`config.mk`:
```
export PLATFORM = sky130hd
export DESIGN_NAME = segment_rectangle_intersect_core
export DESIGN_NICKNAME = d
export VERILOG_FILES = /design/src/hdl/sri_pkg.sv /design/src/hdl/segment_rectangle_intersect_core.sv /design/src/hdl/sri_corner_cross.sv
export VERILOG_INCLUDE_DIRS = /design/src /design/src/hdl
export SDC_FILE = /design/constraint.sdc
export NUM_CORES = 2
export LEC_CHECK = 0
export BUFFER_PORTS_ARGS = -buffer_cell sky130_fd_sc_hd__buf_4
export CAP_MARGIN = 25
export CORE_MARGIN = 3
export CORE_UTILIZATION = 70
export CTS_BUF_LIST = sky130_fd_sc_hd__clkbuf_2 sky130_fd_sc_hd__clkbuf_4 sky130_fd_sc_hd__clkbuf_8
export CTS_CLUSTER_SIZE = 12
export DETAILED_ROUTE_END_ITERATION = 10
export PLACE_DENSITY = 0.87
export SLEW_MARGIN = 20
export SYNTH_ARGS = -nofsm -noshare
export SYNTH_HDL_FRONTEND = slang
export SYNTH_HIERARCHICAL = 1
export SYNTH_SLANG_ARGS = --single-unit
```
`constraint.sdc`:
```
create_clock -name clock -period 35.7 [get_ports clock]
set_input_delay 8.925 -clock clock [delete_from_list [all_inputs] [get_ports clock]]
set_output_delay 8.925 -clock clock [all_outputs]
set_load 0.05 [all_outputs]
```
`src/hdl/segment_rectangle_intersect_core_defines.svh`:
```
// Assertion macros shared by the segment/rectangle intersect design.
`ifndef SEGMENT_RECTANGLE_INTERSECT_CORE_DEFINES_SVH
`define SEGMENT_RECTANGLE_INTERSECT_CORE_DEFINES_SVH

// Same-cycle implication, checked outside reset.
`define SRI_ASSERT_IMP(name, ante, cons) \
   name: assert property (@(posedge clock) disable iff (reset) (ante) |-> (cons)) \
      else $error("sri same-cycle check failed");

// Next-cycle implication, checked outside reset.
`define SRI_ASSERT_NXT(name, ante, cons) \
   name: assert property (@(posedge clock) disable iff (reset) (ante) |=> (cons)) \
      else $error("sri next-cycle check failed");

`endif

```
`src/hdl/sri_pkg.sv`:
```
// Types, widths and helpers for the segment/rectangle intersect pipeline.
package sri_pkg;

   localparam int COORD_WIDTH = 16;
   localparam int DIFF_WIDTH  = COORD_WIDTH + 1;
   localparam int PROD_WIDTH  = 2 * COORD_WIDTH + 2;
   localparam int CROSS_WIDTH = 2 * COORD_WIDTH + 3;

   typedef logic signed [COORD_WIDTH-1:0] coord_type;
   typedef logic signed [DIFF_WIDTH-1:0]  diff_type;
   typedef logic signed [PROD_WIDTH-1:0]  prod_type;
   typedef logic signed [CROSS_WIDTH-1:0] cross_type;

   // Sign of a value: negative, zero, or (neither) positive.
   typedef struct packed {
      logic neg;
      logic zero;
   } sign_type;

   // Load strobes for the multiply and subtract stages of a corner unit.
   typedef struct packed {
      logic mul_en;
      logic sub_en;
   } stage_en_type;

   function automatic diff_type sub_coord(input coord_type a, input coord_type b);
      diff_type ea;
      diff_type eb;
      ea = {a[COORD_WIDTH-1], a};
      eb = {b[COORD_WIDTH-1], b};
      return ea - eb;
   endfunction

   // Sign of a - b without forming the difference.
   function automatic sign_type cmp_sign(input coord_type a, input coord_type b);
      sign_type s;
      s.neg  = (a < b);
      s.zero = (a == b);
      return s;
   endfunction

   // Strictly opposite signs, or both zero.
   function automatic logic straddle(input sign_type a, input sign_type b);
      logic a_pos;
      logic b_pos;
      a_pos = !a.neg && !a.zero;
      b_pos = !b.neg && !b.zero;
      return (a.neg && b_pos) || (a_pos && b.neg) || (a.zero && b.zero);
   endfunction

endpackage

```
`src/hdl/segment_rectangle_intersect_core.sv`:
```
// Segment versus axis-aligned rectangle collision test, four-stage pipeline.
// Stages from request accept to rsp_valid: differences, products,
// cross-product signs, edge combine into the output register.
// Throughput: one request per cycle; each stage holds its item on a stall
// and empty stages fill while later ones wait.
// Reset: synchronous, active high; clears every stage valid bit.
module segment_rectangle_intersect_core (
   input  logic              clock,
   input  logic              reset,
   input  logic              req_valid,
   output logic              req_ready,
   input  sri_pkg::coord_type req_path_start_x,
   input  sri_pkg::coord_type req_path_start_y,
   input  sri_pkg::coord_type req_path_end_x,
   input  sri_pkg::coord_type req_path_end_y,
   input  sri_pkg::coord_type req_rect_left,
   input  sri_pkg::coord_type req_rect_right,
   input  sri_pkg::coord_type req_rect_low,
   input  sri_pkg::coord_type req_rect_high,
   output logic              rsp_valid,
   input  logic              rsp_ready,
   output logic              rsp_hit
);

`include "segment_rectangle_intersect_core_defines.svh"

   // Corner order: left/low, right/low, left/high, right/high.
   // Edge order: bottom, top, right, left.
   localparam int NUM_CORNERS = 4;
   localparam int NUM_EDGES   = 4;

   logic v1_ff, v2_ff, v3_ff, v4_ff;
   logic ready1, ready2, ready3, ready4;
   sri_pkg::stage_en_type stage_en;

   // Stage 1 payload
   sri_pkg::diff_type dx_ff, dy_ff;
   sri_pkg::diff_type ex_l_ff, ex_r_ff, ey_lo_ff, ey_hi_ff;
   logic              box1_ff, box1_in;
   logic [NUM_EDGES-1:0] eb1_ff, eb1_in;
   // Carried flags for stages 2 and 3
   logic              box2_ff, box3_ff;
   logic [NUM_EDGES-1:0] eb2_ff, eb3_ff;
   // Output
   logic              hit_ff, hit_in;

   sri_pkg::sign_type corner_sign [NUM_CORNERS];
   sri_pkg::diff_type corner_ex   [NUM_CORNERS];
   sri_pkg::diff_type corner_ey   [NUM_CORNERS];
   logic [NUM_EDGES-1:0] ea;

   assign ready4    = !v4_ff || rsp_ready;
   assign ready3    = !v3_ff || ready4;
   assign ready2    = !v2_ff || ready3;
   assign ready1    = !v1_ff || ready2;
   assign req_ready = ready1;

   assign stage_en.mul_en = ready2 && v1_ff;
   assign stage_en.sub_en = ready3 && v2_ff;

   // Box test and the straddle of each edge's line by the path endpoints.
   always_comb begin
      logic pminx_hi;
      logic pminy_hi;
      sri_pkg::coord_type pminx, pmaxx, pminy, pmaxy;
      pminx_hi = (req_path_start_x > req_path_end_x);
      pminy_hi = (req_path_start_y > req_path_end_y);
      pminx = pminx_hi ? req_path_end_x : req_path_start_x;
      pmaxx = pminx_hi ? req_path_start_x : req_path_end_x;
      pminy = pminy_hi ? req_path_end_y : req_path_start_y;
      pmaxy = pminy_hi ? req_path_start_y : req_path_end_y;
      box1_in = (pmaxx >= req_rect_left) && (req_rect_right >= pminx) &&
                (pmaxy >= req_rect_low) && (req_rect_high >= pminy);
      // Horizontal edges: a zero-length edge is straddled by anything.
      eb1_in[0] = (req_rect_right == req_rect_left) ||
                  sri_pkg::straddle(sri_pkg::cmp_sign(req_path_start_y, req_rect_low),
                                    sri_pkg::cmp_sign(req_path_end_y, req_rect_low));
      eb1_in[1] = (req_rect_right == req_rect_left) ||
                  sri_pkg::straddle(sri_pkg::cmp_sign(req_path_start_y, req_rect_high),
                                    sri_pkg::cmp_sign(req_path_end_y, req_rect_high));
      // Vertical edges
      eb1_in[2] = (req_rect_high == req_rect_low) ||
                  sri_pkg::straddle(sri_pkg::cmp_sign(req_path_start_x, req_rect_right),
                                    sri_pkg::cmp_sign(req_path_end_x, req_rect_right));
      eb1_in[3] = (req_rect_high == req_rect_low) ||
                  sri_pkg::straddle(sri_pkg::cmp_sign(req_path_start_x, req_rect_left),
                                    sri_pkg::cmp_sign(req_path_end_x, req_rect_left));
   end

   always_ff @(posedge clock) begin
      if (reset) begin
         v1_ff <= 1'b0;
         v2_ff <= 1'b0;
         v3_ff <= 1'b0;
         v4_ff <= 1'b0;
      end else begin
         if (ready1) v1_ff <= req_valid;
         if (ready2) v2_ff <= v1_ff;
         if (ready3) v3_ff <= v2_ff;
         if (ready4) v4_ff <= v3_ff;
      end
   end

   always_ff @(posedge clock) begin
      if (ready1 && req_valid) begin
         dx_ff    <= sri_pkg::sub_coord(req_path_end_x, req_path_start_x);
         dy_ff    <= sri_pkg::sub_coord(req_path_end_y, req_path_start_y);
         ex_l_ff  <= sri_pkg::sub_coord(req_rect_left, req_path_start_x);
         ex_r_ff  <= sri_pkg::sub_coord(req_rect_right, req_path_start_x);
         ey_lo_ff <= sri_pkg::sub_coord(req_rect_low, req_path_start_y);
         ey_hi_ff <= sri_pkg::sub_coord(req_rect_high, req_path_start_y);
         box1_ff  <= box1_in;
         eb1_ff   <= eb1_in;
      end
      if (stage_en.mul_en) begin
         box2_ff <= box1_ff;
         eb2_ff  <= eb1_ff;
      end
      if (stage_en.sub_en) begin
         box3_ff <= box2_ff;
         eb3_ff  <= eb2_ff;
      end
      if (ready4 && v3_ff) begin
         hit_ff <= hit_in;
      end
   end

   assign corner_ex[0] = ex_l_ff;
   assign corner_ey[0] = ey_lo_ff;
   assign corner_ex[1] = ex_r_ff;
   assign corner_ey[1] = ey_lo_ff;
   assign corner_ex[2] = ex_l_ff;
   assign corner_ey[2] = ey_hi_ff;
   assign corner_ex[3] = ex_r_ff;
   assign corner_ey[3] = ey_hi_ff;

   for (genvar c = 0; c < NUM_CORNERS; c++) begin : g_corner
      sri_corner_cross u_cross (
         .clock      (clock),
         .stage_en   (stage_en),
         .corner_dx  (corner_ex[c]),
         .corner_dy  (corner_ey[c]),
         .path_dx    (dx_ff),
         .path_dy    (dy_ff),
         .cross_sign (corner_sign[c])
      );
   end

   // Path line straddled by each edge's two corners.
   always_comb begin
      ea[0]  = sri_pkg::straddle(corner_sign[0], corner_sign[1]);
      ea[1]  = sri_pkg::straddle(corner_sign[2], corner_sign[3]);
      ea[2]  = sri_pkg::straddle(corner_sign[1], corner_sign[3]);
      ea[3]  = sri_pkg::straddle(corner_sign[0], corner_sign[2]);
      hit_in = box3_ff && (|(ea & eb3_ff));
   end

   assign rsp_valid = v4_ff;
   assign rsp_hit   = hit_ff;

   `SRI_ASSERT_NXT(a_no_hit_outside_box, v3_ff && ready4 && !box3_ff, !rsp_hit)
   `SRI_ASSERT_NXT(a_stage3_held, v3_ff && !ready4, v3_ff)
   `SRI_ASSERT_IMP(a_full_blocks_req, v1_ff && v2_ff && v3_ff && v4_ff && !rsp_ready,
                   !req_ready)

endmodule

```
`src/hdl/sri_corner_cross.sv`:
```
// Two-stage cross product of one rectangle corner against the path line.
module sri_corner_cross (
   input  logic                   clock,
   input  sri_pkg::stage_en_type  stage_en,
   input  sri_pkg::diff_type      corner_dx,
   input  sri_pkg::diff_type      corner_dy,
   input  sri_pkg::diff_type      path_dx,
   input  sri_pkg::diff_type      path_dy,
   output sri_pkg::sign_type      cross_sign
);

   sri_pkg::prod_type  prod_a_ff, prod_a_in;
   sri_pkg::prod_type  prod_b_ff, prod_b_in;
   sri_pkg::cross_type cross_in;
   sri_pkg::sign_type  sign_ff, sign_in;

   assign prod_a_in = sri_pkg::prod_type'(corner_dx) * sri_pkg::prod_type'(path_dy);
   assign prod_b_in = sri_pkg::prod_type'(corner_dy) * sri_pkg::prod_type'(path_dx);

   always_comb begin
      cross_in     = sri_pkg::cross_type'(prod_a_ff) - sri_pkg::cross_type'(prod_b_ff);
      sign_in.neg  = cross_in[sri_pkg::CROSS_WIDTH-1];
      sign_in.zero = (cross_in == '0);
   end

   always_ff @(posedge clock) begin
      if (stage_en.mul_en) begin
         prod_a_ff <= prod_a_in;
         prod_b_ff <= prod_b_in;
      end
      if (stage_en.sub_en) begin
         sign_ff <= sign_in;
      end
   end

   assign cross_sign = sign_ff;

endmodule
```
Word-level counts from Yosys, hierarchy flattened. Index checks and enable logic that the tools add are counted.

Flip-flop bits (word level): 266. Bits of input ports: 132. Output and inout bits: 3. Logic and storage cells: 173.

Add/subtract/negate cells: 10. $mul: 4. Magnitude comparators: 14. Eq/ne operators: 10. Muxes and demuxes: 4. Bitwise gates (word level): 1. Reduce and logical (&&, ||, !) cells: 101.

Operators with widths (count): $eq 16x16->1 (10); $logic_not 35->1 (4); $sub 34x34->35 (4); $mul 17x17->34 (4); $lt 16x16->1 (8); $sub 16x16->17 (6); $ge 16x16->1 (4); $mux 16 (4); $logic_and 1x1->1 (44); $gt 16x16->1 (2); $logic_not 1->1 (28); $logic_or 1x1->1 (24); $and 4x4->4 (1); $reduce_or 4->1 (1).

Logic depth before layout (Yosys ltp).
Depth in word-level cells: 8. Gate-level depth with buffers: 27. Mapped depth without buffers: 26.

Hierarchy. Netlist, hierarchy kept.

Modules (own cells, without submodules): sri_corner_cross (g_corner[1].u_cross) (times used 1, cells each 2792, area each 26148.8 um^2, seq. area each 2102.0 um^2); sri_corner_cross (g_corner[2].u_cross) (times used 1, cells each 2766, area each 25953.6 um^2, seq. area each 2102.0 um^2); sri_corner_cross (g_corner[0].u_cross) (times used 1, cells each 2777, area each 25941.1 um^2, seq. area each 2102.0 um^2); sri_corner_cross (g_corner[3].u_cross) (times used 1, cells each 2737, area each 25781.0 um^2, seq. area each 2102.0 um^2); segment_rectangle_intersect_core (times used 1, cells each 1349, area each 12866.1 um^2, seq. area each 3623.5 um^2).

Least setup slack after synthesis. No wires, ideal clock.

Path type: input to register. Start point: in rsp_ready. End point: reg box2_ff (enable). Library setup time: 0.953 ns. Data arrival time: 21.419 ns. Data required time: 34.747 ns. Slack: 13.328 ns. Cell stages on the path: 3. Buffers on the path: 0. Path through: nor2b_1 and3_1 nor2b_1.

RTL lines: start, declared (line segment_rectangle_intersect_core.sv:21) `input logic rsp_ready,`; end signal, assigned (line segment_rectangle_intersect_core.sv:116) `box2_ff <= box1_ff;`; end, declared (line segment_rectangle_intersect_core.sv:42) `logic box2_ff, box3_ff;`.

Final worst setup path.
Start point: in rsp_ready. End point: out req_ready.

Word-level cells in the longest chain between the ends: 4.

Ends and longest elaborated chain: $logic_or 1x1->1 (line segment_rectangle_intersect_core.sv:52) `assign ready4 = !v4_ff || rsp_ready;`; $logic_or 1x1->1 (line segment_rectangle_intersect_core.sv:53) `assign ready3 = !v3_ff || ready4;`; $logic_or 1x1->1 (line segment_rectangle_intersect_core.sv:54) `assign ready2 = !v2_ff || ready3;`; $logic_or 1x1->1 (line segment_rectangle_intersect_core.sv:55) `assign ready1 = !v1_ff || ready2;`; end, declared (line segment_rectangle_intersect_core.sv:11) `output logic req_ready,`.

Every way passes these cells.

==> qor.yml <==
floorplanning:
  die_y_um: 414
  rows: 149
  ios: 135
  die_area_um2: 172000
  core-area_um2: 165000
  start_util: 0.706
  fp.dieW_um: 414
timing:
  tightest_slew_ps: 1070
  setup_viol: 0
  finalSetupTns_ps: 0
  rsz0062_at_grt: "no"
  hold_viol: 0
  post-route-period-util: 0.532
  slew_headroom: 0.284
  fmax_mhz: 52.6
  slew_viol_final: 0
  skew_ps: 44.4
  layout_min_cycle_time_ps: 19000
critical_path:
  cp-start-kind: "input pin"
  arrival_ps: 10070
  crit_path_max_incr_delay_ps: 390
  cp_num_buf_inv: 2
  required_ps: 26770
  worstPathMaxFanout: 5
  worst-setup-path-type: "in2out"
  critPathTopFamily: "simple AND/OR/NAND/NOR gates"
  path_cells: "buf_4, nor2b_1, and3_1, nand2_1, buf_4"
  crit_path_top_delay_cell: "and3_1"
  crit_top_cell: "buf_4"
  critPathCaptureType: "output pin"
logic_synthesis:
  synth.cells.most_frequent: "2,861 x inv_1, 2,378 x fa_1, 1,247 x nand2_1"
  synth_area_um2: 117000
  avgSynthCellArea_um2: 9.39
  yosysTopAreaCellShare: 0.408
  synth_nets: 16000
  yosysMostFrequentCell: "inv_1"
  synthArstFlopShare: 0
  synth_area_leaders: "fa_1 41%, ha_1 11%, edfxtp_1 10%, inv_1 9.2%, and2_1 6.3%"
  postSynthCellCount: 12400
  synth_edf_count: 398
  yosysWarnings: 6
  synthFlopType: "edfxtp_1"
  ys_ff_latch: 402
  yosysSeqAreaShare: 0.103
  synth_largest_area_cell: "fa_1"
  synth_cell_types: 129
route:
  drtIter0Drc: 7869
  vias: 89400
  ant_nets: 0
  wirelength_um: 330000
  viasPerCell: 6.09
  drc: 0
  wire_per_inst_um: 22.5
  drt-pass1-iter-count: 8
global_route:
  grt_max_degree: 80
  grt-ovfl-total: 0
  grt_use_total: 0.394
  antenna_found_initial: 19
  first_global_vias: 98500
  grt_pass1_wl_um: 527000
clocking:
  clkSinkCount: 402
  postCtsResizedCells: 0
  path_clk_slew_ps: 60
  cts-root-buf: "clkbuf_8"
  clk_latency_ps: 810
  clockBufferDepth: 3
  cts_hold_buffers: 0
  cts_made_buffers: 80
  cts_tree: "done"
  post-cts-setup-buffer-count: 0
  htree_levels: 3
placed_design:
  io_buffers: 134
  gp_congestion: 0.978
  dp_hpwl_um: 261000
job:
  maxCapViolCount: 0
layout:
  drive_gt1_frac: 0.0415
  nNetsFinal: 16000
  area_delta_synth_final_pct: 4.28
  fillCellCount: 11200
status:
  outcome: "finished, final reports clean"
worst_hold_path:
  worst_hold_path_type: "reg2reg"
==> through the flow <==
stage	setup WS, ps	area [um2]	instances	hold WS (ps)	util
2_1_floorplan	13330	117000	12400	400	-
3_3_place_gp	16760	120000	14500	402	0.725
3_5_place_dp	16750	120000	14500	416	0.725
4_1_cts	16720	122000	14700	430	0.735
5_1_grt	16650	122000	14700	441	0.736
6_report	16700	122000	14700	425	0.736
==> cell families after synthesis <==
group                      after synthesis  share of synthesized area
buffers and inverters                 3223                      0.105
muxes                                   97                    0.00909
DFF                                    402                      0.103
and+or+nand+nor                       3449                      0.150
adders and majority gates             3424                      0.520
AOI/OAI and AO/OA                     1386                     0.0795
xor gates and xnor gates               440                     0.0330
==> layer usage <==
| metal | GRT usage | routed length [um] | up-vias |
|---|---|---|---|
| met4 | 0.241 | 24200 | 14 |
| met1 | 0.474 | 114000 | 44600 |
| li1 | - | - | 38300 |
| met3 | 0.0956 | 35300 | 1373 |
| met5 | 0 | 100 | - |
| met2 | 0.646 | 157000 | 5086 |
==> final timing paths <==
check	startpoint	to	slack, ps	cells after the start
max	rsp_ready	req_ready	16700	5
min	eb2_ff[3]	eb3_ff[3]	420	0
max reg2reg	dx_ff[2]	g_corner[0].u_cross/prod_b_ff[32]	26970	23
min reg2reg	eb2_ff[3]	eb3_ff[3]	420	0
==> cell usage in the layout (no fill, tap or decap), drive strengths merged, types with 68 or more instances in the layout <==
| cell | instances |
|---|---|
| nor2b | 97 |
| nor2 | 394 |
| clkbuf | 88 |
| a21oi | 398 |
| nand2b | 99 |
| xnor2 | 323 |
| inv | 2868 |
| edfxtp | 398 |
| a21o | 166 |
| buf | 268 |
| o21a | 82 |
| fa | 2378 |
| nand4 | 68 |
| nor3 | 72 |
| xor2 | 117 |
| nand2 | 1247 |
| and2 | 1177 |
| nand3 | 100 |
| ha | 1046 |
| o21ai | 270 |
==> cell type report <==
type | count | area (um2) | area share
Multi-Input combinational cell | 8796 | 92400 | 0.760
Sequential cell | 402 | 12000 | 0.0989
Inverter | 2864 | 10800 | 0.0883
Clock inverter | 53 | 490 | 0.00403
Tap cell | 2189 | 2740 | 0.0225
Timing Repair Buffer | 269 | 2060 | 0.0169
Antenna cell | 10 | 25.0 | 0.000206
Clock buffer | 87 | 1150 | 0.00948
==> state kept, by name (all words and copies together), names as in the netlist, 8 cells and up <==
name,cells
g_corner.u_cross/prod_a_ff,136
g_corner.u_cross/prod_b_ff,136
dx_ff,17
dy_ff,17
ex_l_ff,17
ex_r_ff,17
ey_hi_ff,17
ey_lo_ff,17
g_corner.u_cross/cross_sign,8
Power is left out: the tool's default activity adds up to more than one toggle a clock period on the data nets, which glitch-free logic cannot reach.
